<file path="src/design/dttp_pkg.sv">
package dttp_pkg;

    // field widths of one item
    localparam int CHAR_W   = 8;
    localparam int DAY_W    = 5;
    localparam int MONTH_W  = 4;
    localparam int YEAR_W   = 14;
    localparam int HOUR_W   = 5;
    localparam int MINUTE_W = 6;
    localparam int COUNT_W  = 5;
    localparam int FIELD_W  = 3;
    localparam int PROD_W   = 18;

    // configuration port
    localparam int APB_ADDR_W = 3;
    localparam int APB_DATA_W = 32;
    localparam logic REG_YEAR_MIN = 1'b0;
    localparam logic REG_YEAR_MAX = 1'b1;

    // character codes
    localparam logic [CHAR_W-1:0] CH_ZERO  = 8'h30;
    localparam logic [CHAR_W-1:0] CH_NINE  = 8'h39;
    localparam logic [CHAR_W-1:0] CH_SLASH = 8'h2f;
    localparam logic [CHAR_W-1:0] CH_COLON = 8'h3a;
    localparam logic [CHAR_W-1:0] CH_SPACE = 8'h20;

    // field codes
    localparam logic [FIELD_W-1:0] FLD_DAY    = 3'd0;
    localparam logic [FIELD_W-1:0] FLD_MONTH  = 3'd1;
    localparam logic [FIELD_W-1:0] FLD_YEAR   = 3'd2;
    localparam logic [FIELD_W-1:0] FLD_HOUR   = 3'd3;
    localparam logic [FIELD_W-1:0] FLD_MINUTE = 3'd4;

    // limits
    localparam logic [COUNT_W-1:0] LEN_MIN   = 5'd12;
    localparam logic [COUNT_W-1:0] LEN_MAX   = 5'd16;
    localparam logic [COUNT_W-1:0] COUNT_MAX = 5'd31;
    localparam logic [YEAR_W-1:0]  ACC_MAX   = 14'd16383;
    localparam logic [YEAR_W-1:0]  DAY_LIMIT    = 14'd32;
    localparam logic [YEAR_W-1:0]  MONTH_LIMIT  = 14'd13;
    localparam logic [YEAR_W-1:0]  HOUR_LIMIT   = 14'd24;
    localparam logic [YEAR_W-1:0]  MINUTE_LIMIT = 14'd60;

    // reset date
    localparam logic [DAY_W-1:0]    RST_DAY    = 5'd1;
    localparam logic [MONTH_W-1:0]  RST_MONTH  = 4'd1;
    localparam logic [YEAR_W-1:0]   RST_YEAR   = 14'd1970;
    localparam logic [YEAR_W-1:0]   RST_YEAR_MAX = 14'd2020;

    typedef struct packed {
        logic [YEAR_W-1:0] year_min;
        logic [YEAR_W-1:0] year_max;
    } cfg_t;

    // separator that closes each field
    function automatic logic [CHAR_W-1:0] field_sep(input logic [FIELD_W-1:0] fidx);
        logic [CHAR_W-1:0] sep;
        case (fidx)
            FLD_DAY:   sep = CH_SLASH;
            FLD_MONTH: sep = CH_SLASH;
            FLD_YEAR:  sep = CH_SPACE;
            default:   sep = CH_COLON;
        endcase
        return sep;
    endfunction

endpackage

</file>
<file path="src/design/dttp_if.sv">
interface dttp_in_if;
    import dttp_pkg::*;

    logic              valid;
    logic              ready;
    logic [CHAR_W-1:0] char_code;
    logic              is_last;

    modport source (output valid, char_code, is_last, input ready);
    modport sink   (input valid, char_code, is_last, output ready);
endinterface

interface dttp_out_if;
    import dttp_pkg::*;

    logic                valid;
    logic                ready;
    logic                accepted;
    logic [DAY_W-1:0]    day_out;
    logic [MONTH_W-1:0]  month_out;
    logic [YEAR_W-1:0]   year_out;
    logic [HOUR_W-1:0]   hour_out;
    logic [MINUTE_W-1:0] minute_out;

    modport source (output valid, accepted, day_out, month_out, year_out, hour_out,
                    minute_out, input ready);
    modport sink   (input valid, accepted, day_out, month_out, year_out, hour_out,
                    minute_out, output ready);
endinterface

</file>
<file path="src/design/dttp_cfg_regs.sv">
module dttp_cfg_regs (
    input  logic                               clk,
    input  logic                               rst_n,
    input  logic                               psel,
    input  logic                               penable,
    input  logic                               pwrite,
    input  logic [dttp_pkg::APB_ADDR_W-1:0]    paddr,
    input  logic [dttp_pkg::APB_DATA_W-1:0]    pwdata,
    output logic [dttp_pkg::APB_DATA_W-1:0]    prdata,
    output logic                               pready,
    output dttp_pkg::cfg_t                     cfg
);
    import dttp_pkg::*;

    logic [YEAR_W-1:0] year_min_reg;
    logic [YEAR_W-1:0] year_max_reg;
    logic              wr_en;
    logic              reg_sel;

    assign pready  = 1'b1;
    assign wr_en   = psel && penable && pwrite;
    assign reg_sel = paddr[2];

    // register writes in the access phase
    always_ff @(posedge clk or negedge rst_n)
    begin
        if (!rst_n)
        begin
            year_min_reg <= RST_YEAR;
            year_max_reg <= RST_YEAR_MAX;
        end
        else if (wr_en)
        begin
            case (reg_sel)
                REG_YEAR_MIN: year_min_reg <= pwdata[YEAR_W-1:0];
                REG_YEAR_MAX: year_max_reg <= pwdata[YEAR_W-1:0];
                default:      year_min_reg <= year_min_reg;
            endcase
        end
    end

    // read mux
    always_comb
    begin
        case (reg_sel)
            REG_YEAR_MIN: prdata = {{(APB_DATA_W-YEAR_W){1'b0}}, year_min_reg};
            REG_YEAR_MAX: prdata = {{(APB_DATA_W-YEAR_W){1'b0}}, year_max_reg};
            default:      prdata = '0;
        endcase
    end

    assign cfg.year_min = year_min_reg;
    assign cfg.year_max = year_max_reg;

endmodule

</file>
<file path="src/design/date_time_text_parser.sv">
// a result beat is set in the result register once the final character leaves the input register
// throughput: one character per cycle, set by the single parse-state update per cycle, but a final character can stall
// the input register stays free while a result waits, unless it holds a final character
// reset: stored date 1/1/1970 00:00, year limits 1970..2020, parse state cleared
module date_time_text_parser (
    input  logic                               clk,
    input  logic                               rst_n,
    dttp_in_if.sink                            in_ch,
    dttp_out_if.source                         out_ch,
    input  logic                               psel,
    input  logic                               penable,
    input  logic                               pwrite,
    input  logic [dttp_pkg::APB_ADDR_W-1:0]    paddr,
    input  logic [dttp_pkg::APB_DATA_W-1:0]    pwdata,
    output logic [dttp_pkg::APB_DATA_W-1:0]    prdata,
    output logic                               pready
);
    import dttp_pkg::*;

    cfg_t cfg;

    // input register
    logic              s1_valid_reg;
    logic [CHAR_W-1:0] s1_char_reg;
    logic              s1_last_reg;

    // parse state
    logic [COUNT_W-1:0] cnt_reg,  cnt_next;
    logic [FIELD_W-1:0] fidx_reg, fidx_next;
    logic [YEAR_W-1:0]  acc_reg,  acc_next;
    logic               seen_reg, seen_next;
    logic               stop_reg, stop_next;
    logic               bad_reg,  bad_next;
    logic [DAY_W-1:0]   pday_reg,   pday_next;
    logic [MONTH_W-1:0] pmonth_reg, pmonth_next;
    logic [YEAR_W-1:0]  pyear_reg,  pyear_next;
    logic [HOUR_W-1:0]  phour_reg,  phour_next;

    // stored date
    logic [DAY_W-1:0]    sday_reg;
    logic [MONTH_W-1:0]  smonth_reg;
    logic [YEAR_W-1:0]   syear_reg;
    logic [HOUR_W-1:0]   shour_reg;
    logic [MINUTE_W-1:0] sminute_reg;

    // result register
    logic                out_valid_reg;
    logic                out_acc_reg;

    logic              advance;
    logic              is_digit;
    logic              allowed;
    logic              in_range;
    logic              ok;
    logic [PROD_W-1:0] prod;

    dttp_cfg_regs u_cfg (
        .clk     (clk),
        .rst_n   (rst_n),
        .psel    (psel),
        .penable (penable),
        .pwrite  (pwrite),
        .paddr   (paddr),
        .pwdata  (pwdata),
        .prdata  (prdata),
        .pready  (pready),
        .cfg     (cfg)
    );

    // handshake: non-final characters always move on
    assign advance     = s1_valid_reg && (!s1_last_reg || !out_valid_reg || out_ch.ready);
    assign in_ch.ready = !s1_valid_reg || advance;

    always_ff @(posedge clk or negedge rst_n)
    begin
        if (!rst_n)
        begin
            s1_valid_reg <= 1'b0;
        end
        else if (in_ch.ready)
        begin
            s1_valid_reg <= in_ch.valid;
        end
    end

    always_ff @(posedge clk)
    begin
        if (in_ch.ready && in_ch.valid)
        begin
            s1_char_reg <= in_ch.char_code;
            s1_last_reg <= in_ch.is_last;
        end
    end

    // character classes
    assign is_digit = s1_char_reg inside {[CH_ZERO:CH_NINE]};
    assign allowed  = is_digit || s1_char_reg inside {CH_SLASH, CH_COLON, CH_SPACE};
    assign prod     = ({{(PROD_W-YEAR_W){1'b0}}, acc_reg} << 3)
                    + ({{(PROD_W-YEAR_W){1'b0}}, acc_reg} << 1)
                    + {{(PROD_W-4){1'b0}}, s1_char_reg[3:0]};

    // range of the field being closed
    always_comb
    begin
        case (fidx_reg)
            FLD_DAY:   in_range = (acc_reg >= 14'd1) && (acc_reg < DAY_LIMIT);
            FLD_MONTH: in_range = (acc_reg >= 14'd1) && (acc_reg < MONTH_LIMIT);
            FLD_YEAR:  in_range = (acc_reg >= cfg.year_min) && (acc_reg <= cfg.year_max);
            default:   in_range = acc_reg < HOUR_LIMIT;
        endcase
    end

    // parse-state update for one character
    always_comb
    begin
        cnt_next    = (cnt_reg < COUNT_MAX) ? cnt_reg + 5'd1 : cnt_reg;
        fidx_next   = fidx_reg;
        acc_next    = acc_reg;
        seen_next   = seen_reg;
        stop_next   = stop_reg;
        bad_next    = bad_reg;
        pday_next   = pday_reg;
        pmonth_next = pmonth_reg;
        pyear_next  = pyear_reg;
        phour_next  = phour_reg;
        if (!bad_reg)
        begin
            if (!allowed)
            begin
                bad_next = 1'b1;
            end
            else if ((fidx_reg < FLD_MINUTE) && (s1_char_reg == field_sep(fidx_reg)))
            begin
                // separator closes the field
                if (!seen_reg || !in_range)
                begin
                    bad_next = 1'b1;
                end
                else
                begin
                    case (fidx_reg)
                        FLD_DAY:   pday_next   = acc_reg[DAY_W-1:0];
                        FLD_MONTH: pmonth_next = acc_reg[MONTH_W-1:0];
                        FLD_YEAR:  pyear_next  = acc_reg;
                        default:   phour_next  = acc_reg[HOUR_W-1:0];
                    endcase
                    fidx_next = fidx_reg + 3'd1;
                end
                acc_next  = '0;
                seen_next = 1'b0;
                stop_next = 1'b0;
            end
            else if (is_digit)
            begin
                if (!stop_reg)
                begin
                    if (prod > {{(PROD_W-YEAR_W){1'b0}}, ACC_MAX})
                    begin
                        bad_next = 1'b1;
                        acc_next = ACC_MAX;
                    end
                    else
                    begin
                        acc_next = prod[YEAR_W-1:0];
                    end
                    seen_next = 1'b1;
                end
            end
            else if (seen_reg)
            begin
                stop_next = 1'b1;
            end
            else if (s1_char_reg != CH_SPACE)
            begin
                bad_next = 1'b1;
            end
        end
    end

    // acceptance on the final character
    assign ok = !bad_next && (cnt_next >= LEN_MIN) && (cnt_next <= LEN_MAX)
              && (fidx_next == FLD_MINUTE) && seen_next && (acc_next < MINUTE_LIMIT);

    // parse state registers
    always_ff @(posedge clk or negedge rst_n)
    begin
        if (!rst_n)
        begin
            cnt_reg    <= '0;
            fidx_reg   <= FLD_DAY;
            acc_reg    <= '0;
            seen_reg   <= 1'b0;
            stop_reg   <= 1'b0;
            bad_reg    <= 1'b0;
            pday_reg   <= '0;
            pmonth_reg <= '0;
            pyear_reg  <= '0;
            phour_reg  <= '0;
        end
        else if (advance)
        begin
            if (s1_last_reg)
            begin
                cnt_reg    <= '0;
                fidx_reg   <= FLD_DAY;
                acc_reg    <= '0;
                seen_reg   <= 1'b0;
                stop_reg   <= 1'b0;
                bad_reg    <= 1'b0;
                pday_reg   <= '0;
                pmonth_reg <= '0;
                pyear_reg  <= '0;
                phour_reg  <= '0;
            end
            else
            begin
                cnt_reg    <= cnt_next;
                fidx_reg   <= fidx_next;
                acc_reg    <= acc_next;
                seen_reg   <= seen_next;
                stop_reg   <= stop_next;
                bad_reg    <= bad_next;
                pday_reg   <= pday_next;
                pmonth_reg <= pmonth_next;
                pyear_reg  <= pyear_next;
                phour_reg  <= phour_next;
            end
        end
    end

    // stored date, replaced on an accepted string
    always_ff @(posedge clk or negedge rst_n)
    begin
        if (!rst_n)
        begin
            sday_reg    <= RST_DAY;
            smonth_reg  <= RST_MONTH;
            syear_reg   <= RST_YEAR;
            shour_reg   <= '0;
            sminute_reg <= '0;
        end
        else if (advance && s1_last_reg && ok)
        begin
            sday_reg    <= pday_reg;
            smonth_reg  <= pmonth_reg;
            syear_reg   <= pyear_reg;
            shour_reg   <= phour_reg;
            sminute_reg <= acc_next[MINUTE_W-1:0];
        end
    end

    // result register
    always_ff @(posedge clk or negedge rst_n)
    begin
        if (!rst_n)
        begin
            out_valid_reg <= 1'b0;
            out_acc_reg   <= 1'b0;
        end
        else if (advance && s1_last_reg)
        begin
            out_valid_reg <= 1'b1;
            out_acc_reg   <= ok;
        end
        else if (out_ch.ready)
        begin
            out_valid_reg <= 1'b0;
        end
    end

    // result beat reads the stored date, which holds until the next final character
    assign out_ch.valid      = out_valid_reg;
    assign out_ch.accepted   = out_acc_reg;
    assign out_ch.day_out    = sday_reg;
    assign out_ch.month_out  = smonth_reg;
    assign out_ch.year_out   = syear_reg;
    assign out_ch.hour_out   = shour_reg;
    assign out_ch.minute_out = sminute_reg;

endmodule

</file>
<file path="src/flat_wrapper.sv">
// flat-port wrapper written by rule: the top's interface ports become plain ports
module date_time_text_parser_flat import dttp_pkg::*;
  (clk, rst_n, psel, penable, pwrite, paddr, pwdata, prdata, pready, in_ch_valid, in_ch_char_code, in_ch_is_last, in_ch_ready, out_ch_valid, out_ch_accepted, out_ch_day_out, out_ch_month_out, out_ch_year_out, out_ch_hour_out, out_ch_minute_out, out_ch_ready);
  dttp_in_if in_ch_i ();
  dttp_out_if out_ch_i ();
  input  logic clk;
  input  logic rst_n;
  input  logic psel;
  input  logic penable;
  input  logic pwrite;
  input  logic [dttp_pkg::APB_ADDR_W-1:0] paddr;
  input  logic [dttp_pkg::APB_DATA_W-1:0] pwdata;
  output logic [dttp_pkg::APB_DATA_W-1:0] prdata;
  output logic pready;
  input wire logic [$bits(in_ch_i.valid)-1:0] in_ch_valid;
  input wire logic [$bits(in_ch_i.char_code)-1:0] in_ch_char_code;
  input wire logic [$bits(in_ch_i.is_last)-1:0] in_ch_is_last;
  output wire logic [$bits(in_ch_i.ready)-1:0] in_ch_ready;
  output wire logic [$bits(out_ch_i.valid)-1:0] out_ch_valid;
  output wire logic [$bits(out_ch_i.accepted)-1:0] out_ch_accepted;
  output wire logic [$bits(out_ch_i.day_out)-1:0] out_ch_day_out;
  output wire logic [$bits(out_ch_i.month_out)-1:0] out_ch_month_out;
  output wire logic [$bits(out_ch_i.year_out)-1:0] out_ch_year_out;
  output wire logic [$bits(out_ch_i.hour_out)-1:0] out_ch_hour_out;
  output wire logic [$bits(out_ch_i.minute_out)-1:0] out_ch_minute_out;
  input wire logic [$bits(out_ch_i.ready)-1:0] out_ch_ready;
  assign in_ch_i.valid = in_ch_valid;
  assign in_ch_i.char_code = in_ch_char_code;
  assign in_ch_i.is_last = in_ch_is_last;
  assign in_ch_ready = in_ch_i.ready;
  assign out_ch_valid = out_ch_i.valid;
  assign out_ch_accepted = out_ch_i.accepted;
  assign out_ch_day_out = out_ch_i.day_out;
  assign out_ch_month_out = out_ch_i.month_out;
  assign out_ch_year_out = out_ch_i.year_out;
  assign out_ch_hour_out = out_ch_i.hour_out;
  assign out_ch_minute_out = out_ch_i.minute_out;
  assign out_ch_i.ready = out_ch_ready;
  date_time_text_parser u_core (.clk(clk), .rst_n(rst_n), .in_ch(in_ch_i), .out_ch(out_ch_i), .psel(psel), .penable(penable), .pwrite(pwrite), .paddr(paddr), .pwdata(pwdata), .prdata(prdata), .pready(pready));
endmodule
</file>
<file path="config.mk">
export PLATFORM = sky130hd
export DESIGN_NAME = date_time_text_parser_flat
export DESIGN_NICKNAME = d
export VERILOG_FILES = /design/src/design/dttp_pkg.sv /design/src/design/dttp_if.sv /design/src/design/dttp_cfg_regs.sv /design/src/design/date_time_text_parser.sv /design/src/flat_wrapper.sv
export SDC_FILE = /design/constraint.sdc
export NUM_CORES = 1
export LEC_CHECK = 0
export BUFFER_PORTS_ARGS = -buffer_cell sky130_fd_sc_hd__buf_4
export CAP_MARGIN = 10
export CORE_AREA = 2 2 213 131
export DETAILED_ROUTE_END_ITERATION = 8
export DIE_AREA = 0 0 215 133
export SETUP_SLACK_MARGIN = 0.2
export SLEW_MARGIN = 30
export SYNTH_ARGS = -nofsm -noshare
export SYNTH_HDL_FRONTEND = slang
export SYNTH_SLANG_ARGS = --single-unit
</file>
<file path="constraint.sdc">
create_clock -name clk -period 5.9 [get_ports clk]
set_input_delay 1.18 -clock clk [delete_from_list [all_inputs] [get_ports clk]]
set_output_delay 1.18 -clock clk [all_outputs]
set_load 0.005 [all_outputs]
</file>
== Yosys cells after proc, flatten, opt, wreduce, memory -nomap -nowiden ==
Cells that the tools add are included.

* Bits in registers: 127
* Latch bits: 0
* Memory bits (writable): 0
* ROM bits: 0
* Input bits: 51
* Output and inout bits: 70
* Logic and storage cells: 165
* Memories: 0

* Add/sub/neg operators: 4
* $mul: 0
* Divide/modulo/power cells: 0
* Magnitude comparators: 14
* Equal/unequal tests: 12
* Shifts and indexed selects: 0
* Mux-type cells: 67
* Bitwise logic cells: 1
* Reductions and logical operators: 45

{| class="wikitable"
|+ Operator list
! operator !! count
|-
| $mux 14 || 13
|-
| $mux 5 || 14
|-
| $pmux 32 s2 || 1
|-
| $lt 14x6->1 const B || 2
|-
| $eq 8x6->1 const B || 3
|-
| $mux 1 || 24
|-
| $mux 4 || 6
|-
| $reduce_and 6->1 || 4
|-
| $add 17x15->18 || 1
|-
| $add 18x4->18 || 1
|-
| $gt 18x14->1 const B || 1
|-
| $logic_and 1x1->1 || 16
|-
| $mux 8 || 2
|-
| $mux 3 || 5
|-
| $ge 14x1->1 const B || 1
|-
| $ge 14x14->1 || 1
|-
| $le 14x14->1 || 1
|-
| $lt 14x4->1 const B || 1
|-
| $lt 14x5->1 const B || 1
|-
| $reduce_bool 2->1 || 6
|-
| $pmux 5 s2 || 1
|-
| $eq 8x8->1 || 1
|-
| $ge 8x6->1 const B || 1
|-
| $le 8x6->1 const B || 1
|-
| 22 further kinds || 35
|}

== Longest topological paths before layout ==
* Depth in word-level cells: 17
* Depth in mapped cells: 14
* Mapped depth without buffers: 13

== Hierarchy ==
A second synthesis with hierarchy kept.

* Cell total of the unflattened synthesis: 756
* Area, all modules: 8085.3 um^2

{| class="wikitable"
|+ By module, submodules not included
! module !! instances !! cells each !! area each (um^2) !! sequential area each (um^2)
|-
| date_time_text_parser || 1 || 659 || 6622.6 || 2533.7
|-
| dttp_cfg_regs || 1 || 97 || 1462.7 || 718.2
|}

== Least setup slack after synthesis ==
OpenSTA, ideal clock, no wires.

* Path kind: register to register
* Start point: reg u_core.acc_reg[2]
* End point: reg u_core.sday_reg[1] (netlist: u_core.out_ch.day_out[1])
* Setup time: 0.125 ns
* Arrival time: 4.200 ns
* Required time: 5.775 ns
* Slack: 1.575 ns
* Cell stages (with the launch flop): 15
* Buffers on the path: 1
* Clock period less this slack: 4.325 ns
* Cell sequence: dfrtp_1 > inv_1 > fa_1 > inv_1 > fa_1 > a21o_1 > a221oi_1 > o21ai_0 > a221oi_1 > mux2i_1 > o2111ai_1 > a21oi_1 > o2111ai_4 > buf_6 > mux2_4

* Longest elaborated chain between the ends: 16
* Elaborated cells on any way between the ends: 41
* Those cells by class: add/sub (2); order compare (8); eq/ne (1); mux (18); reduce/logical (12)

{| class="wikitable"
|+ RTL lines
! item !! RTL line !! text
|-
| from (decl) || date_time_text_parser.sv:30 || <nowiki>logic [YEAR_W-1:0] acc_reg, acc_next;</nowiki>
|-
| from (signal assigned) || date_time_text_parser.sv:219 || <nowiki>acc_reg <= acc_next;</nowiki>
|-
| branches (longest 14 deep; another with $add 17x15->18) || -- ||
|-
| $logic_and 1x1->1 * || date_time_text_parser.sv:182 || <nowiki>&& (fidx_next == FLD_MINUTE) && seen_next && (acc_next < MINUTE_LIMIT);</nowiki>
|-
| $logic_and 1x1->1 * || date_time_text_parser.sv:242 || <nowiki>else if (advance && s1_last_reg && ok)</nowiki>
|-
| to (signal assigned) || date_time_text_parser.sv:244 || <nowiki>sday_reg <= pday_reg;</nowiki>
|-
| to (decl) || date_time_text_parser.sv:40 || <nowiki>logic [DAY_W-1:0] sday_reg;</nowiki>
|}

Every way passes the cells marked *.
A chain may end at the register's enable or synchronous reset.

== Worst setup path in the final report ==
* Start point: reg u_core.acc_reg[0]
* End point: reg u_core.sday_reg[4] (netlist: u_core.out_ch.day_out[4])

The elaborated chain is that of the path after synthesis.

==> impl_results.rst <==
.. list-table::
   :header-rows: 1

   * - Metric
     - Value
   * - Number of antenna violations at the first check in global routing
     - 0
   * - Clock tree buffer depth
     - 2
   * - Slew Limit Fails
     - 0
   * - I/O pin cnt
     - 121
   * - Final ANT Viol Nets
     - 0
   * - Normalized max-slew margin
     - 45.5%
   * - CORE AREA
     - around 27000 um^2
   * - Leakage power summed over all cells
     - 4.53 nW
   * - CTS Sinks
     - roughly 130
   * - Power density over the cells
     - 320 nW/um^2
   * - Drc violations
     - 0
   * - Maximum number of pins on one net before global-route repair
     - 77
   * - GRT Resource Usage Total
     - 14.4%
   * - Most common cell after layout, fill and taps aside
     - sky130_fd_sc_hd__dfrtp_1
   * - Setup Buffers After CTS
     - 0
   * - Worst hold endpoint
     - u_core.out_ch.year_out[12]
   * - Number of synthesized flops with an enable pin
     - 9
   * - Count of hold-fix buffers inserted at cts
     - 0
   * - CTS clk-pin slew, worst paths
     - roughly 0.06 ns
   * - Warnings from Yosys
     - 0
   * - Endpoint of the most critical register-to-register path
     - u_core.out_ch.day_out[4]
   * - Hold crit path type
     - flip-flop to flip-flop
   * - First-pass GRT wire length
     - 31600 um
   * - Later-pin clock latency in the skew report
     - about 0.44 ns
   * - Setup violations, final
     - 0
   * - Sequential Area
     - 3250 um^2
   * - Average detailed-routed wire length per instance
     - roughly 17 um
   * - Crit path time final
     - around 5.1 ns
   * - Unrepaired setup endpoints after global routing
     - false
   * - Xor/xnor cell area share of the yosys netlist
     - under 10%
   * - Mean area per synthesized cell
     - 10.8 um^2
   * - Layout cell share with drive strength beyond 1
     - ~30%
   * - Finished Core Util
     - 34.3%
   * - Detailed Route Iter0 Violations
     - 359
   * - Depth of the worst hold-timing path
     - 1
   * - Count of input and output buffers
     - 81
   * - Basic-gate share of the synthesized area counting and, or, nand and nor cells
     - 11.4%
   * - Area of all placed cells without fillers
     - 9240 um^2
   * - Yosys reg bits
     - 127
   * - Vias after detailed routing
     - around 5600
   * - Number of vias per cell after detailed routing
     - 4.77
   * - Number of global-route vias before repair
     - 5496
   * - Total CTS buffers
     - 17
   * - Critical path peak fanout
     - 21
   * - Sort of element at the start of the critical path
     - flip-flop
   * - Transition at the pin with the smallest max-transition slack
     - 0.813 ns
   * - Number of fill cells
     - approximately 2800
   * - Complex-gate fraction of the synthesized area
     - 14.9%
   * - Minimum setup slack after placement
     - 0.900 ns
   * - Gp weighted congestion
     - 0.922
   * - Top_reg_cell synth
     - sky130_fd_sc_hd__dfrtp_1
   * - Critical R2R Launch
     - u_core.acc_reg[0]
   * - Final routed wirelength across all metal layers
     - 19600 um
   * - Count of unique library cells instantiated by Yosys
     - 66
   * - Result of the run
     - completed
   * - CTS tree
     - built
   * - Data required time at the worst endpoint
     - 6.23 ns
   * - Skew final
     - 0.0113 ns
   * - Congestion Overflow GR
     - 0
   * - Total number of placement rows
     - 47
   * - Worst-case setup margin in the final layout
     - 0.829 ns
   * - Number of max-cap violations
     - 0
   * - Share of synthesized area spent on multiplexers
     - 14.0%
   * - Number of iterations in the first detailed-routing pass
     - 4
   * - Final layout net count
     - 910
   * - Post-Syn Area
     - 7640 um^2
   * - Setup total negative slack
     - 0 ns
   * - Die X
     - 215 um
   * - Dominant combinational cell family by area after synthesis
     - compound AO/OA/AOI/OAI gates
   * - Number of antenna cells inserted
     - 0
   * - Sequential cell area fraction in the yosys report
     - 42.6%
   * - Arrival time at the worst endpoint
     - 5.40 ns
   * - Adder-cell area share of the yosys netlist
     - 10.3%
   * - Final Hold Violating Endpoints
     - 0
   * - Critical Setup Path Class
     - flip-flop to flip-flop
   * - Floorplan die height
     - 133 um
   * - Cells after Synth
     - just over 700
   * - Placed wire-length estimate
     - 14400 um
   * - Area of the multi-input gates
     - 4050 um^2
   * - Area growth from synthesis to layout
     - 20.9%
   * - Asr flop ratio synth
     - 92.9%
   * - Clock H-tree levels
     - 4
   * - Post-route fraction of the period consumed by the critical path
     - 86.0%
   * - Reg2Reg Depth
     - 15
   * - Master cell of the clock root buffer
     - sky130_fd_sc_hd__clkbuf_16
   * - PostCTS Resize Cnt
     - 0
   * - Starting Density
     - 28.4%
   * - Commonest cells after routing, fill and taps aside
     - 95 x sky130_fd_sc_hd__dfrtp_1, 92 x sky130_fd_sc_hd__buf_4, 63 x sky130_fd_sc_hd__nand2_1
   * - R2R Setup Slk
     - 0.83 ns
   * - Launch instance of the worst min-delay path
     - u_core.pyear_reg[12]
   * - Placement Cell Area
     - 8610 um^2
   * - Fmax
     - 197 MHz
   * - Worst-case vdd ir drop
     - 0.187 mV
   * - Kind of end point of the critical path
     - flip-flop
   * - Die ar.
     - 28600 um^2
cell families after synthesis:
family,Yosys count
AOI/OAI and AO/OA,168
xor gates and xnor gates,12
and+or+nand+nor,171
muxes,86
DFF,127
adders and majority gates,62
other,2
buffers and inverters,82
area by class of cell:
| type | count | share of cell area (%) |
|---|---|---|
| clock buffer | 20 | 5.17 |
| multi-input combinational | 518 | 43.8 |
| tap | 367 | 4.97 |
| timing repair buffer | 93 | 7.60 |
| inverter | 40 | 1.62 |
| sequential | 127 | 35.2 |
| clock inverter | 12 | 1.60 |
synthesized netlist by cell type, drive strengths merged, types with 7 or more instances:
library cell	count	share of area [%]
nor2	24	1.2
a21oi	36	2.4
inv	40	2.0
edfxtp	9	3.5
nor2b	23	1.9
nand2	64	3.2
clkbuf	19	0.93
mux2	83	14
a21o	11	1.1
dfrtp	95	31
buf	23	2.4
nor3	13	0.85
o21ai	49	3.3
a31o	9	1.0
nand3	7	0.46
ha	60	9.8
dfstp	23	7.9
nand4	10	0.82
a22o	10	1.1
worst max-delay path: stages, from the launching register on:
cell and delay (ns):
sky130_fd_sc_hd__dfrtp_1 0.43, sky130_fd_sc_hd__inv_1 0.16, sky130_fd_sc_hd__fa_1 0.58, sky130_fd_sc_hd__inv_1 0.09
sky130_fd_sc_hd__fa_1 0.45, sky130_fd_sc_hd__a21o_1 0.21, sky130_fd_sc_hd__a221oi_1 0.24, sky130_fd_sc_hd__buf_4 0.17
sky130_fd_sc_hd__o21ai_0 0.13, sky130_fd_sc_hd__a221oi_1 0.38, sky130_fd_sc_hd__mux2i_1 0.13, sky130_fd_sc_hd__o2111ai_1 0.34
sky130_fd_sc_hd__a21oi_1 0.26, sky130_fd_sc_hd__o2111ai_4 0.54, sky130_fd_sc_hd__buf_4 0.45, sky130_fd_sc_hd__mux2_2 0.38
per-stage QoR:
step,hold WS [ns],instances,power (mW)
6_report,0.498,1177,2.95
3_5_place_dp,0.488,1145,1.84
3_3_place_gp,0.485,1145,1.82
4_1_cts,0.500,1177,2.98
5_1_grt,0.512,1177,3.13
2_1_floorplan,0.473,727,1.57
per-layer routing:
metal	global-route usage, %	up-vias	part of all wire (%)
met5	0	-	0
met4	4.52	0	1.1
met3	3.84	18	5.6
met2	19.2	155	39
met1	22.0	2738	54
li1	-	2707	-
worst max path at each step:
stage,startpoint,end,slack (ns),cells past startpoint
3_3_place_gp,u_core.acc_reg[0],u_core.out_ch.year_out[13],0.91,15
5_1_grt,u_core.acc_reg[0],u_core.out_ch.day_out[4],0.53,15
3_5_place_dp,u_core.acc_reg[0],u_core.out_ch.year_out[13],0.90,15
2_1_floorplan,u_core.acc_reg[2],u_core.out_ch.day_out[1],1.57,14
4_1_cts,u_core.acc_reg[0],u_core.out_ch.day_out[4],0.83,15
6_report,u_core.acc_reg[0],u_core.out_ch.day_out[4],0.83,15
power by group:
group	internal [mW]	switching, mW	total [mW]	leakage [nW]
sequential	0.984	0.122	1.11	1.61
combinational	0.312	0.419	0.731	2.61
clock	0.680	0.436	1.12	0.307
No activity file was read; power rests on OpenSTA's default activity.
